===== src/hw/rtl/spq_pkg.sv =====
// Shared types and constants for the stable priority queue.
package spq_pkg;

  localparam int QUEUE_DEPTH_DEF = 16;

  localparam int ID_W     = 16;
  localparam int AGE_W    = 7;
  localparam int PRIO_W   = 4;
  localparam int STATUS_W = 2;

  localparam logic FUNC_INSERT = 1'b0;
  localparam logic FUNC_REMOVE = 1'b1;

  typedef enum logic [STATUS_W-1:0] {
    ST_INSERTED = 2'd0,
    ST_FULL     = 2'd1,
    ST_REMOVED  = 2'd2,
    ST_EMPTY    = 2'd3
  } status_t;

  typedef struct packed {
    logic [ID_W-1:0]   id;
    logic [AGE_W-1:0]  age;
    logic [PRIO_W-1:0] prio;
  } entry_t;

  typedef struct packed {
    status_t status;
    entry_t  ent;
  } res_t;

  typedef enum logic [2:0] {
    S_IDLE,
    S_INS,
    S_PLACE,
    S_REM,
    S_DONE
  } state_t;

endpackage


===== src/hw/rtl/spq_if.sv =====
// Request and result channel interfaces for the stable priority queue.
interface spq_in_if;
  logic                        valid;
  logic                        ready;
  logic                        func;
  logic [spq_pkg::ID_W-1:0]    patient_id;
  logic [spq_pkg::AGE_W-1:0]   age;
  logic [spq_pkg::PRIO_W-1:0]  priority_req;

  modport source (output valid, output func, output patient_id, output age,
                  output priority_req, input ready);
  modport sink (input valid, input func, input patient_id, input age,
                input priority_req, output ready);
endinterface

interface spq_out_if;
  logic                          valid;
  logic                          ready;
  logic [spq_pkg::STATUS_W-1:0]  status;
  logic [spq_pkg::ID_W-1:0]      out_id;
  logic [spq_pkg::AGE_W-1:0]     out_age;
  logic [spq_pkg::PRIO_W-1:0]    out_priority;

  modport source (output valid, output status, output out_id, output out_age,
                  output out_priority, input ready);
  modport sink (input valid, input status, input out_id, input out_age,
                input out_priority, output ready);
endinterface


===== src/hw/rtl/spq_store.sv =====
// Entry storage: one write port and one registered read port.
module spq_store #(
  parameter int DEPTH = spq_pkg::QUEUE_DEPTH_DEF
) (
  input  logic                       clk,
  input  logic                       wr_en,
  input  logic [$clog2(DEPTH)-1:0]   wr_addr,
  input  spq_pkg::entry_t            wr_data,
  input  logic                       rd_en,
  input  logic [$clog2(DEPTH)-1:0]   rd_addr,
  output spq_pkg::entry_t            rd_data
);

  spq_pkg::entry_t mem [DEPTH];

  always_ff @(posedge clk) begin
    if (wr_en) begin
      mem[wr_addr] <= wr_data;
    end
  end

  always_ff @(posedge clk) begin
    if (rd_en) begin
      rd_data <= mem[rd_addr];
    end
  end

endmodule


===== src/hw/rtl/stable_priority_queue_core.sv =====
// Top level of the stable priority queue: sequencer, storage and result register.
//
//  channel  | dir | handshake    | payload
//  ---------+-----+--------------+-------------------------------------------
//  in_ch    | in  | valid/ready  | func, patient_id, age, priority_req
//  out_ch   | out | valid/ready  | status, out_id, out_age, out_priority
//
// Sequencing: a refused insert, an insert into an empty queue or a remove on an
//   empty queue goes straight to the done state. Any other insert walks from
//   the tail toward its position; a remove walks every stored entry. The
//   storage walks one entry per cycle over its read and write ports, with the
//   priority comparator checked once per entry.
// Reset clears the sequencer, the occupancy and the result valid flag; stored
//   entries stay undefined and are never read before being written.
// A stalled result holds in the output register; the next request is taken
//   meanwhile and waits in its last step until the register frees up.
module stable_priority_queue_core #(
  parameter int QUEUE_DEPTH = spq_pkg::QUEUE_DEPTH_DEF
) (
  input  logic      clk,
  input  logic      rst_n,
  spq_in_if.sink    in_ch,
  spq_out_if.source out_ch
);

  localparam int IDX_W = $clog2(QUEUE_DEPTH);
  localparam int OCC_W = $clog2(QUEUE_DEPTH + 1);

  spq_pkg::state_t state_r, state_nxt;
  logic [OCC_W-1:0] occ_r, occ_nxt;
  logic [IDX_W-1:0] idx_r, idx_nxt;      // index of the entry whose read data arrives
  spq_pkg::entry_t  new_r, new_nxt;      // entry being inserted
  spq_pkg::res_t    res_r, res_nxt;      // result under construction

  logic             out_valid_r;
  spq_pkg::res_t    out_r;

  // storage port controls
  logic             wr_en;
  logic [IDX_W-1:0] wr_addr;
  spq_pkg::entry_t  wr_data;
  logic             rd_en;
  logic [IDX_W-1:0] rd_addr;
  spq_pkg::entry_t  rd_data;

  logic             accept;
  logic             out_load;
  logic             out_free;
  logic             cmp_gt;              // shared comparator: stored prio above new prio
  logic [OCC_W-1:0] occ_dec;
  logic [IDX_W-1:0] last_idx;
  spq_pkg::entry_t  in_entry;

  assign in_ch.ready = (state_r == spq_pkg::S_IDLE);
  assign accept      = in_ch.valid && in_ch.ready;
  assign out_free    = !out_valid_r || out_ch.ready;

  assign in_entry.id   = in_ch.patient_id;
  assign in_entry.age  = in_ch.age;
  assign in_entry.prio = in_ch.priority_req;

  assign occ_dec  = occ_r - OCC_W'(1);
  assign last_idx = occ_dec[IDX_W-1:0];
  assign cmp_gt   = rd_data.prio > new_r.prio;

  spq_store #(
    .DEPTH (QUEUE_DEPTH)
  ) u_store (
    .clk     (clk),
    .wr_en   (wr_en),
    .wr_addr (wr_addr),
    .wr_data (wr_data),
    .rd_en   (rd_en),
    .rd_addr (rd_addr),
    .rd_data (rd_data)
  );

  // Next state
  always_comb begin
    state_nxt = state_r;
    unique case (state_r)
      spq_pkg::S_IDLE: begin
        if (accept) begin
          if (in_ch.func == spq_pkg::FUNC_INSERT) begin
            if (occ_r == OCC_W'(QUEUE_DEPTH) || occ_r == '0) begin
              state_nxt = spq_pkg::S_DONE;
            end else begin
              state_nxt = spq_pkg::S_INS;
            end
          end else begin
            state_nxt = (occ_r == '0) ? spq_pkg::S_DONE : spq_pkg::S_REM;
          end
        end
      end
      spq_pkg::S_INS: begin
        if (!cmp_gt) begin
          state_nxt = spq_pkg::S_DONE;
        end else if (idx_r == '0) begin
          state_nxt = spq_pkg::S_PLACE;
        end
      end
      spq_pkg::S_PLACE: begin
        state_nxt = spq_pkg::S_DONE;
      end
      spq_pkg::S_REM: begin
        if (OCC_W'(idx_r) == occ_dec) begin
          state_nxt = spq_pkg::S_DONE;
        end
      end
      spq_pkg::S_DONE: begin
        if (out_free) begin
          state_nxt = spq_pkg::S_IDLE;
        end
      end
      default: state_nxt = spq_pkg::S_IDLE;
    endcase
  end

  // Datapath and storage controls
  always_comb begin
    wr_en    = 1'b0;
    wr_addr  = '0;
    wr_data  = new_r;
    rd_en    = 1'b0;
    rd_addr  = '0;
    idx_nxt  = idx_r;
    occ_nxt  = occ_r;
    new_nxt  = new_r;
    res_nxt  = res_r;
    out_load = 1'b0;
    unique case (state_r)
      spq_pkg::S_IDLE: begin
        if (accept) begin
          new_nxt        = in_entry;
          res_nxt        = '0;
          res_nxt.status = spq_pkg::ST_INSERTED;
          if (in_ch.func == spq_pkg::FUNC_INSERT) begin
            if (occ_r == OCC_W'(QUEUE_DEPTH)) begin
              res_nxt.status = spq_pkg::ST_FULL;
            end else if (occ_r == '0) begin
              wr_en   = 1'b1;
              wr_data = in_entry;
              occ_nxt = occ_r + OCC_W'(1);
            end else begin
              // walk from the tail toward the head
              rd_en   = 1'b1;
              rd_addr = last_idx;
              idx_nxt = last_idx;
            end
          end else begin
            if (occ_r == '0) begin
              res_nxt.status = spq_pkg::ST_EMPTY;
            end else begin
              rd_en   = 1'b1;
              idx_nxt = '0;
            end
          end
        end
      end
      spq_pkg::S_INS: begin
        wr_en   = 1'b1;
        wr_addr = idx_r + IDX_W'(1);
        if (cmp_gt) begin
          // larger key moves back one slot
          wr_data = rd_data;
          if (idx_r != '0) begin
            rd_en   = 1'b1;
            rd_addr = idx_r - IDX_W'(1);
            idx_nxt = idx_r - IDX_W'(1);
          end
        end else begin
          // equal or smaller key stays ahead: new entry lands behind it
          wr_data = new_r;
          occ_nxt = occ_r + OCC_W'(1);
        end
      end
      spq_pkg::S_PLACE: begin
        wr_en   = 1'b1;
        wr_data = new_r;
        occ_nxt = occ_r + OCC_W'(1);
      end
      spq_pkg::S_REM: begin
        if (idx_r == '0) begin
          res_nxt.status = spq_pkg::ST_REMOVED;
          res_nxt.ent    = rd_data;
        end else begin
          wr_en   = 1'b1;
          wr_addr = idx_r - IDX_W'(1);
          wr_data = rd_data;
        end
        if (OCC_W'(idx_r) == occ_dec) begin
          occ_nxt = occ_dec;
        end else begin
          rd_en   = 1'b1;
          rd_addr = idx_r + IDX_W'(1);
          idx_nxt = idx_r + IDX_W'(1);
        end
      end
      spq_pkg::S_DONE: begin
        out_load = out_free;
      end
      default: begin
      end
    endcase
  end

  always_ff @(posedge clk) begin
    if (!rst_n) begin
      state_r     <= spq_pkg::S_IDLE;
      occ_r       <= '0;
      out_valid_r <= 1'b0;
    end else begin
      state_r <= state_nxt;
      occ_r   <= occ_nxt;
      if (out_load) begin
        out_valid_r <= 1'b1;
      end else if (out_ch.ready) begin
        out_valid_r <= 1'b0;
      end
    end
  end

  always_ff @(posedge clk) begin
    idx_r <= idx_nxt;
    new_r <= new_nxt;
    res_r <= res_nxt;
    if (out_load) begin
      out_r <= res_r;
    end
  end

  assign out_ch.valid        = out_valid_r;
  assign out_ch.status       = out_r.status;
  assign out_ch.out_id       = out_r.ent.id;
  assign out_ch.out_age      = out_r.ent.age;
  assign out_ch.out_priority = out_r.ent.prio;

  // Occupancy never passes the depth.
  a_occ_bound: assert property (@(posedge clk) disable iff (!rst_n)
    occ_r <= OCC_W'(QUEUE_DEPTH))
    else $error("occupancy above depth");

  // A refused insert leaves the queue untouched.
  a_full_hold: assert property (@(posedge clk) disable iff (!rst_n)
    accept && in_ch.func == spq_pkg::FUNC_INSERT && occ_r == OCC_W'(QUEUE_DEPTH)
    |=> occ_r == $past(occ_r) && res_r.status == spq_pkg::ST_FULL)
    else $error("full insert changed the queue");

  // An empty report only leaves with an empty queue.
  a_empty_rsp: assert property (@(posedge clk) disable iff (!rst_n)
    out_load && res_r.status == spq_pkg::ST_EMPTY |-> occ_r == '0)
    else $error("empty status with entries stored");

  // The walk only reads occupied slots.
  a_walk_range: assert property (@(posedge clk) disable iff (!rst_n)
    (state_r == spq_pkg::S_INS || state_r == spq_pkg::S_REM)
    |-> OCC_W'(idx_r) < occ_r)
    else $error("walk index beyond occupancy");

  // A reported removal sees the occupancy unchanged from the last cycle or below the depth.
  a_rem_dec: assert property (@(posedge clk) disable iff (!rst_n)
    out_load && res_r.status == spq_pkg::ST_REMOVED
    |-> occ_r == $past(occ_r) || occ_r < OCC_W'(QUEUE_DEPTH))
    else $error("removal left queue full");

endmodule

===== src/flat_wrapper.sv =====
// flat-port wrapper written by rule: the top's interface ports become plain ports
module stable_priority_queue_core_flat 
#(
  parameter int QUEUE_DEPTH = spq_pkg::QUEUE_DEPTH_DEF
)
  (clk, rst_n, in_ch_valid, in_ch_func, in_ch_patient_id, in_ch_age, in_ch_priority_req, in_ch_ready, out_ch_valid, out_ch_status, out_ch_out_id, out_ch_out_age, out_ch_out_priority, out_ch_ready);
  spq_in_if in_ch_i ();
  spq_out_if out_ch_i ();
  input  logic clk;
  input  logic rst_n;
  input wire logic [$bits(in_ch_i.valid)-1:0] in_ch_valid;
  input wire logic [$bits(in_ch_i.func)-1:0] in_ch_func;
  input wire logic [$bits(in_ch_i.patient_id)-1:0] in_ch_patient_id;
  input wire logic [$bits(in_ch_i.age)-1:0] in_ch_age;
  input wire logic [$bits(in_ch_i.priority_req)-1:0] in_ch_priority_req;
  output wire logic [$bits(in_ch_i.ready)-1:0] in_ch_ready;
  output wire logic [$bits(out_ch_i.valid)-1:0] out_ch_valid;
  output wire logic [$bits(out_ch_i.status)-1:0] out_ch_status;
  output wire logic [$bits(out_ch_i.out_id)-1:0] out_ch_out_id;
  output wire logic [$bits(out_ch_i.out_age)-1:0] out_ch_out_age;
  output wire logic [$bits(out_ch_i.out_priority)-1:0] out_ch_out_priority;
  input wire logic [$bits(out_ch_i.ready)-1:0] out_ch_ready;
  assign in_ch_i.valid = in_ch_valid;
  assign in_ch_i.func = in_ch_func;
  assign in_ch_i.patient_id = in_ch_patient_id;
  assign in_ch_i.age = in_ch_age;
  assign in_ch_i.priority_req = in_ch_priority_req;
  assign in_ch_ready = in_ch_i.ready;
  assign out_ch_valid = out_ch_i.valid;
  assign out_ch_status = out_ch_i.status;
  assign out_ch_out_id = out_ch_i.out_id;
  assign out_ch_out_age = out_ch_i.out_age;
  assign out_ch_out_priority = out_ch_i.out_priority;
  assign out_ch_i.ready = out_ch_ready;
  stable_priority_queue_core #(.QUEUE_DEPTH(QUEUE_DEPTH)) u_core (.clk(clk), .rst_n(rst_n), .in_ch(in_ch_i), .out_ch(out_ch_i));
endmodule

===== config.mk =====
export PLATFORM = sky130hd
export DESIGN_NAME = stable_priority_queue_core_flat
export DESIGN_NICKNAME = d
export VERILOG_FILES = /design/src/hw/rtl/spq_pkg.sv /design/src/hw/rtl/spq_if.sv /design/src/hw/rtl/spq_store.sv /design/src/hw/rtl/stable_priority_queue_core.sv /design/src/flat_wrapper.sv
export SDC_FILE = /design/constraint.sdc
export NUM_CORES = 1
export LEC_CHECK = 0
export ABC_AREA = 1
export BUFFER_PORTS_ARGS = -buffer_cell sky130_fd_sc_hd__buf_4
export CAP_MARGIN = 30
export CORE_MARGIN = 3
export CORE_UTILIZATION = 51
export CTS_BUF_LIST = sky130_fd_sc_hd__clkbuf_8
export DETAILED_ROUTE_END_ITERATION = 8
export PLACE_DENSITY = 0.64
export SLEW_MARGIN = 0
export SYNTH_ARGS = -nofsm -noshare
export SYNTH_HDL_FRONTEND = slang
export SYNTH_HIERARCHICAL = 1
export SYNTH_SLANG_ARGS = --single-unit

===== constraint.sdc =====
create_clock -name clk -period 7.73 [get_ports clk]
set_input_delay 0.3865 -clock clk [delete_from_list [all_inputs] [get_ports clk]]
set_output_delay 0.3865 -clock clk [all_outputs]
set_load 0.02 [all_outputs]

Yosys cells after proc, flatten, opt, wreduce, memory -nomap -nowiden
Memory sizes are Yosys's and may differ from the RTL's. A register that Yosys moved wholly into a read port is not among the register bits.
Cells that the tools add are included.
{"block": "op_classes", "add_sub_neg": 4, "n_lt_le_gt_ge": 1, "eq_ne": 20, "mux": 67, "n_reduce_logical": 18}
{"operator": "$mux W27", "n": 6}
{"operator": "$pmux W27 S3", "n": 1}
{"operator": "$mux W4", "n": 16}
{"operator": "$mux W29", "n": 2}
{"operator": "$pmux W29 S2", "n": 1}
{"operator": "$mux W5", "n": 6}
{"operator": "$mux W3", "n": 8}
{"operator": "$pmux W4 S3", "n": 2}
{"operator": "$pmux W5 S4", "n": 1}
{"operator": "$mux W1", "n": 18}
{"operator": "$pmux W3 S5", "n": 1}
{"operator": "$ne A2 B2 Y1 const B", "n": 7}
{"operator": "$reduce_and A7 Y1", "n": 2}
{"operator": "$ne A2 B1 Y1 const B", "n": 5}
{"operator": "$pmux W4 S2", "n": 1}
{"operator": "$reduce_bool A4 Y1", "n": 2}
{"operator": "$eq A3 B2 Y1 const B", "n": 2}
{"operator": "$ne A3 B3 Y1 const B", "n": 2}
{"operator": "$pmux W1 S3", "n": 2}
{"operator": "$add A5 B1 Y5 const B", "n": 1}
{"operator": "$eq A4 B5 Y1", "n": 1}
{"operator": "$eq A5 B5 Y1 const B", "n": 1}
{"operator": "$logic_not A5 Y1", "n": 1}
{"operator": "$sub A5 B1 Y5 const B", "n": 1}
{"operator": "other kinds (17)", "n": 20}
{"block": "totals", "reg_bits": 98, "ram_bits": 432, "input_bits": 32, "output_inout_bits": 31, "word_cells": 126, "memories": 1}
{"memory": "u_core.u_store.mem", "depth": 16, "width": 27, "read_ports": 1, "rd_clocked_by_memory_dff": 1, "write_ports": 1, "line_no": "spq_store.sv:14", "source": "spq_pkg::entry_t mem [DEPTH];"}

Logic depth before layout (Yosys ltp)
{"block": "depth", "ltp_word": 8, "depth_mapped": 20, "mapped_depth_nobuf": 18}

Cells and area by module
Netlist, hierarchy kept.
{"mod": "spq_store", "instances": 1, "cells_each": 1791, "area_per_inst_um2": 19334.8, "seq_area_each_um2": 13783.2}
{"mod": "stable_priority_queue_core", "instances": 1, "cells_each": 447, "area_per_inst_um2": 4655.7, "seq_area_each_um2": 2852.7}

Least setup slack after synthesis
No wires, ideal clock.
{"block": "synth_timing", "kind": "flip-flop to flip-flop", "startpoint": "register u_core.state_r[0]", "endpoint": "register u_core/res_r[0] (netlist bit), enable pin", "setup_time_ns": 0.455, "t_arrival_ns": 2.672, "required_ns": 7.275, "path_slack_ns": 4.603, "path_stages_with_launch": 4, "path_buffers": 0, "period_less_slack_ns": 3.127, "cell_sequence": "dfxtp_1 > nor2_2 > nand2_1 > o21ai_0"}
{"block": "synth_via", "elab_chain_len": 4, "word_cells_on_any_way": 7, "classes_between": "3 x eq/ne; 4 x reduce/logical"}
{"element": "from (decl)", "line_no": "stable_priority_queue_core.sv:29", "source": "spq_pkg::state_t state_r, state_nxt;"}
{"element": "from (signal assigned)", "line_no": "stable_priority_queue_core.sv:209", "source": "state_r <= spq_pkg::S_IDLE;"}
{"element": "from (signal assigned)", "line_no": "stable_priority_queue_core.sv:213", "source": "state_r <= state_nxt;"}
{"element": "$logic_not A3 Y1", "line_no": "stable_priority_queue_core.sv:54, stable_priority_queue_core.sv:131"}
{"element": "$logic_and A1 B1 Y1", "line_no": "stable_priority_queue_core.sv:55", "source": "assign accept = in_ch.valid && in_ch.ready;"}
{"element": "$ne A2 B2 Y1 (no source line)"}
{"element": "$reduce_and A3 Y1 (no source line) *"}
{"element": "to (signal assigned)", "line_no": "stable_priority_queue_core.sv:226", "source": "res_r <= res_nxt;"}
{"element": "to (decl)", "line_no": "stable_priority_queue_core.sv:33", "source": "spq_pkg::res_t res_r, res_nxt;"}
Every way passes the cells marked *; elsewhere a longest branch is shown, timed or not.
A chain may end at the register's enable or synchronous reset.

Worst setup path after layout
{"block": "layout_timing", "startpoint": "register u_core.occ_r[0]", "endpoint": "register, netlist name u_core/u_store/rd_data[3]"}
{"block": "layout_via", "elab_chain_len": 6, "word_cells_on_any_way": 16, "classes_between": "1 x add/sub; 2 x eq/ne; 12 x mux; 1 x reduce/logical"}
{"element": "from (decl)", "line_no": "stable_priority_queue_core.sv:30", "source": "logic [OCC_W-1:0] occ_r, occ_nxt;"}
{"element": "from (signal assigned)", "line_no": "stable_priority_queue_core.sv:214", "source": "occ_r <= occ_nxt;"}
{"element": "$sub A5 B1 Y5 / $logic_not A5 Y1 (equally long branches)", "line_no": "stable_priority_queue_core.sv:62, stable_priority_queue_core.sv:140"}
{"element": "$mux W4", "line_no": "stable_priority_queue_core.sv:140", "source": "end else if (occ_r == '0) begin"}
{"element": "$mux W4", "line_no": "stable_priority_queue_core.sv:138", "source": "if (occ_r == OCC_W'(QUEUE_DEPTH)) begin"}
{"element": "$mux W4", "line_no": "stable_priority_queue_core.sv:137", "source": "if (in_ch.func == spq_pkg::FUNC_INSERT) begin"}
{"element": "$mux W4", "line_no": "stable_priority_queue_core.sv:133", "source": "if (accept) begin"}
{"element": "$pmux W4 S3 *", "line_no": "stable_priority_queue_core.sv:131", "source": "unique case (state_r)"}
{"element": "named net u_core.rd_addr[0]", "line_no": "stable_priority_queue_core.sv:43", "source": "logic [IDX_W-1:0] rd_addr;"}
Mark *: on every way through the listed nets, which the timed path passes. The rest lies on a longest branch.

==> flow_summary.ini <==
[drt]
drc_errors = 0
via_per_inst = 5.30
first_iter_violations = 1355
wire_per_inst_um = 19.1
first_pass_iters = 5
vias = 16200
wirelength_um = 58400
antenna_left = 0

[power]
p_sw_mw = 3.66
clock_power_share_pct = 24.6
switching_share_pct = 35.4
finalPower_mw = 10.3
power_density_mw_per_mm2 = 377
pwr-share-seq_pct = 43.3
irDropWorstVdd_mv = 0.381
p_int_mw = 6.67
combPwrFrac_pct = 32.1
p_leak_nw = 11.5

[floorplanning]
initial_core_util_pct = 52.2
die_h_um = 223
core_area_mm2 = 0.0460
io_pins = 63
fp-row-count = 78
die_area_mm2 = 0.0497
die-width_um = 223

[worst_setup_path]
reg2reg_depth = 17
crit_path_start = u_core/occ_r[0]$_SDFFE_PN0P_
cp_common_cell = nand2_1
critPathLaunchType = flop
crit_arrival_ns = 4.51
end_kind = flop
cp.required_ns = 8.12
path_max_fanout = 104
path_cells = inv_1 > ha_1 > nand3_4 > nand2_1 > nor2_2 > nand3_2 > nand2_4 > nand2_1 > nand2_1 > nand2_4 > inv_6 > buf_4 > nand2_1 > nand3_1 > nand3_1 > nand3_1 > nand2_1
ff2ff_setup_slack_ns = 3.62
cpPeakStageDelay_ns = 0.70
crit_type = flop to flop
critPathSlowestCell = buf_4
reg2reg_to = u_core/u_store/rd_data[3]$_DFFE_PP_
r2r_start = u_core/occ_r[0]$_SDFFE_PN0P_
setup.worst_path.end = u_core/u_store/rd_data[3]$_DFFE_PP_

[placement]
numPortBuffers = 62
placed_cells = 2855
dp_hpwl_um = 31300
gp_congestion = 0.843

[grt]
grt.total_usage_pct = 23.5
grt_max_degree = 105
grt_pass1_vias = 15700
overflow = 0
antenna_found_initial = 1
grt_pass1_wl_um = 89600

[logic_synthesis]
ys.flop_type = edfxtp_1
ys_top_cells_by_count = 659 x nand2_1, 548 x edfxtp_1, 387 x inv_1, 374 x nand3_1, 61 x nor2_1
synth_top_cell_area_share_pct = 68.6
ys_seq_elements = 557
synth_compound_area_share_pct = 1.54
synth_fa_ha_area_share_pct = 0.417
avgSynthCellArea_um2 = 10.7
synth-edff-count = 548
synthMuxAreaShare_pct = 0
synth_xor_area_share_pct = 0.329
seq_area_frac_synth_pct = 69.3
synthDistinctLibCells = 35
synth_nets = 2278
synth_most_common_cell = nand2_1
syn_area_mm2 = 0.0240
synthSimpleGateAreaFrac_pct = 19.9
synth_cells = 2238
ys_warn_count = 6
synth_top_family_by_area = simple AND/OR/NAND/NOR gates
synthArstFlopShare_pct = 0
yosysTopAreaCell = edfxtp_1
yosys-top-cells-area = edfxtp_1 69%, nand2_1 10%, nand3_1 7.8%

[sta]
setup_tns_ns = 0
period_needed_ns = 4.11
relSlewSlack_pct = 29.4
timing.final.crit_share_pct = 53.2
setup_viol = 0
tightest_slew_ns = 1.06
fin_worst_skew_ns = 0.0294
hold_viol = 0
fmax_ghz = 0.243
rsz0062_at_grt = false
final-max-slew-violation-count = 0

[clock_network]
cts_setup_buffers = 0
cts_tree = built
cts_num_sinks = 557
hold_buffers = 29
htree_levels = 3
cts_resized = 0
clkTransAtPathRegs_ns = 0.06
clockBufferDepth = 3
cts_buffers = 91
cts_root_buf = clkbuf_8
clock_latency_ns = 0.65

[hold_path]
hold_path.class = input pin to flop

[outcome]
status = finished clean

[job]
max-cap-violations = 0

[final_layout]
syn2layout_area_growth_pct = 14.3
n_fill_cell = 3691
drive_gt1_share_pct = 11.4
final_cells = 3050
antenna_cells = 0
nets = 2421
-- power by group through the flow --
| stage | sequential [mW] | clock, mW | combinational [mW] |
|---|---|---|---|
| after CTS | 4.48 | 2.60 | 3.29 |
| after detailed placement | 4.54 | 0 | 3.26 |
| after global routing | 4.51 | 2.75 | 3.66 |
| after global placement | 4.54 | 0 | 3.13 |
| after floorplan | 4.57 | 0 | 2.06 |
| final | 4.48 | 2.54 | 3.32 |
-- kinds of logic (layout without fill, tap and decap cells) --
| family | Yosys count | after routing |
|---|---|---|
| buffers and inverters | 495 | 707 |
| flip-flops | 557 | 557 |
| AND/OR/NAND/NOR | 1115 | 1115 |
| adder cells (fa/ha/maj) | 8 | 8 |
| AO/OA/AOI/OAI | 54 | 54 |
| XOR/XNOR | 9 | 9 |
-- worst min-delay path by stage --
| stage | start | end | slack [ns] | cells past startpoint |
|---|---|---|---|---|
| floorplan | u_core/res_r[4]$_SDFFCE_PN0P_ | u_core/out_ch.out_age[0]$_DFFE_PP_ | 0.40 | 0 |
| global placement | u_core/res_r[9]$_SDFFCE_PN0P_ | u_core/out_ch.out_age[5]$_DFFE_PP_ | 0.40 | 0 |
| detailed placement | u_core/res_r[10]$_SDFFCE_PN0P_ | u_core/out_ch.out_age[6]$_DFFE_PP_ | 0.40 | 0 |
| CTS | in_ch_valid | u_core/state_r[2]$_SDFFE_PN0P_ | 0.20 | 6 |
| global route | in_ch_func | u_core/res_r[27]$_SDFFCE_PP0P_ | 0.28 | 3 |
| finish | in_ch_valid | u_core/state_r[2]$_SDFFE_PN0P_ | 0.27 | 6 |
-- through the flow --
| stage | util [%] | area (um2) | setup WS, ns | hold WS [ns] |
|---|---|---|---|---|
| 5_1_grt | 59.7 | 27400 | 3.32 | 0.277 |
| 2_1_floorplan | - | 24000 | 4.60 | 0.400 |
| 3_3_place_gp | 54.7 | 25200 | 3.82 | 0.400 |
| 6_report | 59.7 | 27400 | 3.62 | 0.273 |
| 3_5_place_dp | 55.1 | 25300 | 3.72 | 0.405 |
| 4_1_cts | 59.6 | 27400 | 3.66 | 0.199 |
-- layout by cell type, fill, tap and decap left out, types with 2 or more instances in the layout --
| master | n |
|---|---|
| o221ai_1 | 2 |
| buf_12 | 2 |
| buf_4 | 119 |
| dlygate4sd3_1 | 29 |
| nand4_1 | 6 |
| clkinv_2 | 11 |
| o211ai_1 | 29 |
| nor2_1 | 43 |
| nor2_4 | 18 |
| bufinv_16 | 8 |
| edfxtp_1 | 548 |
| xnor2_1 | 3 |
| nor2_2 | 4 |
| o21ai_0 | 4 |
| a211oi_1 | 2 |
| ha_1 | 8 |
| nand2_4 | 2 |
| inv_1 | 410 |
| inv_2 | 4 |
| a21oi_1 | 10 |
| xor2_1 | 6 |
| nand3b_1 | 3 |
| clkbuf_8 | 95 |
| nand2_2 | 3 |
| buf_16 | 2 |
| o22ai_1 | 3 |
| clkinv_1 | 23 |
| nand2_1 | 658 |
| dfxtp_1 | 9 |
| nand3_1 | 374 |
| o221ai_4 | 2 |
-- routing by layer --
metal	vias to the layer above	track usage, %	wire, um
met5	-	0	0
met4	0	8.92	1740
met3	133	4.37	5060
met2	751	37.7	26700
met1	7646	32.4	24900
li1	7646	-	-
-- worst max-delay path: cells and delay by family (launching register included) --
family	cells	cell delay (ns)
flops	1	0.43
fa+ha+maj	1	0.32
simple gates	13	1.57
buf+inv	3	1.46
-- registers in the layout, summed over array words and instances (netlist names) --
signal                      flops
u_core/u_store/mem            432
u_core/idx_r                    4
u_core/out_ch.out_priority      4
u_core/u_store/rd_data         27
u_core/out_ch.status            2
u_core/out_ch.out_age           7
u_core/new_r                   27
u_core/res_r                   29
u_core/state_r                  3
u_core/occ_r                    5
u_core/out_ch.out_id           16
u_core/out_ch.valid             1
-- layout make-up --
class,count,area (um2),share of cell area [%]
clock buffer,95,1310,4.77
clock inverter,67,484,1.77
inverter,393,1480,5.41
multi-input combinational,1186,5490,20.0
sequential,557,16600,60.7
tap,600,751,2.74
timing repair buffer,152,1280,4.66
No activity file was read; power rests on OpenSTA's default activity.
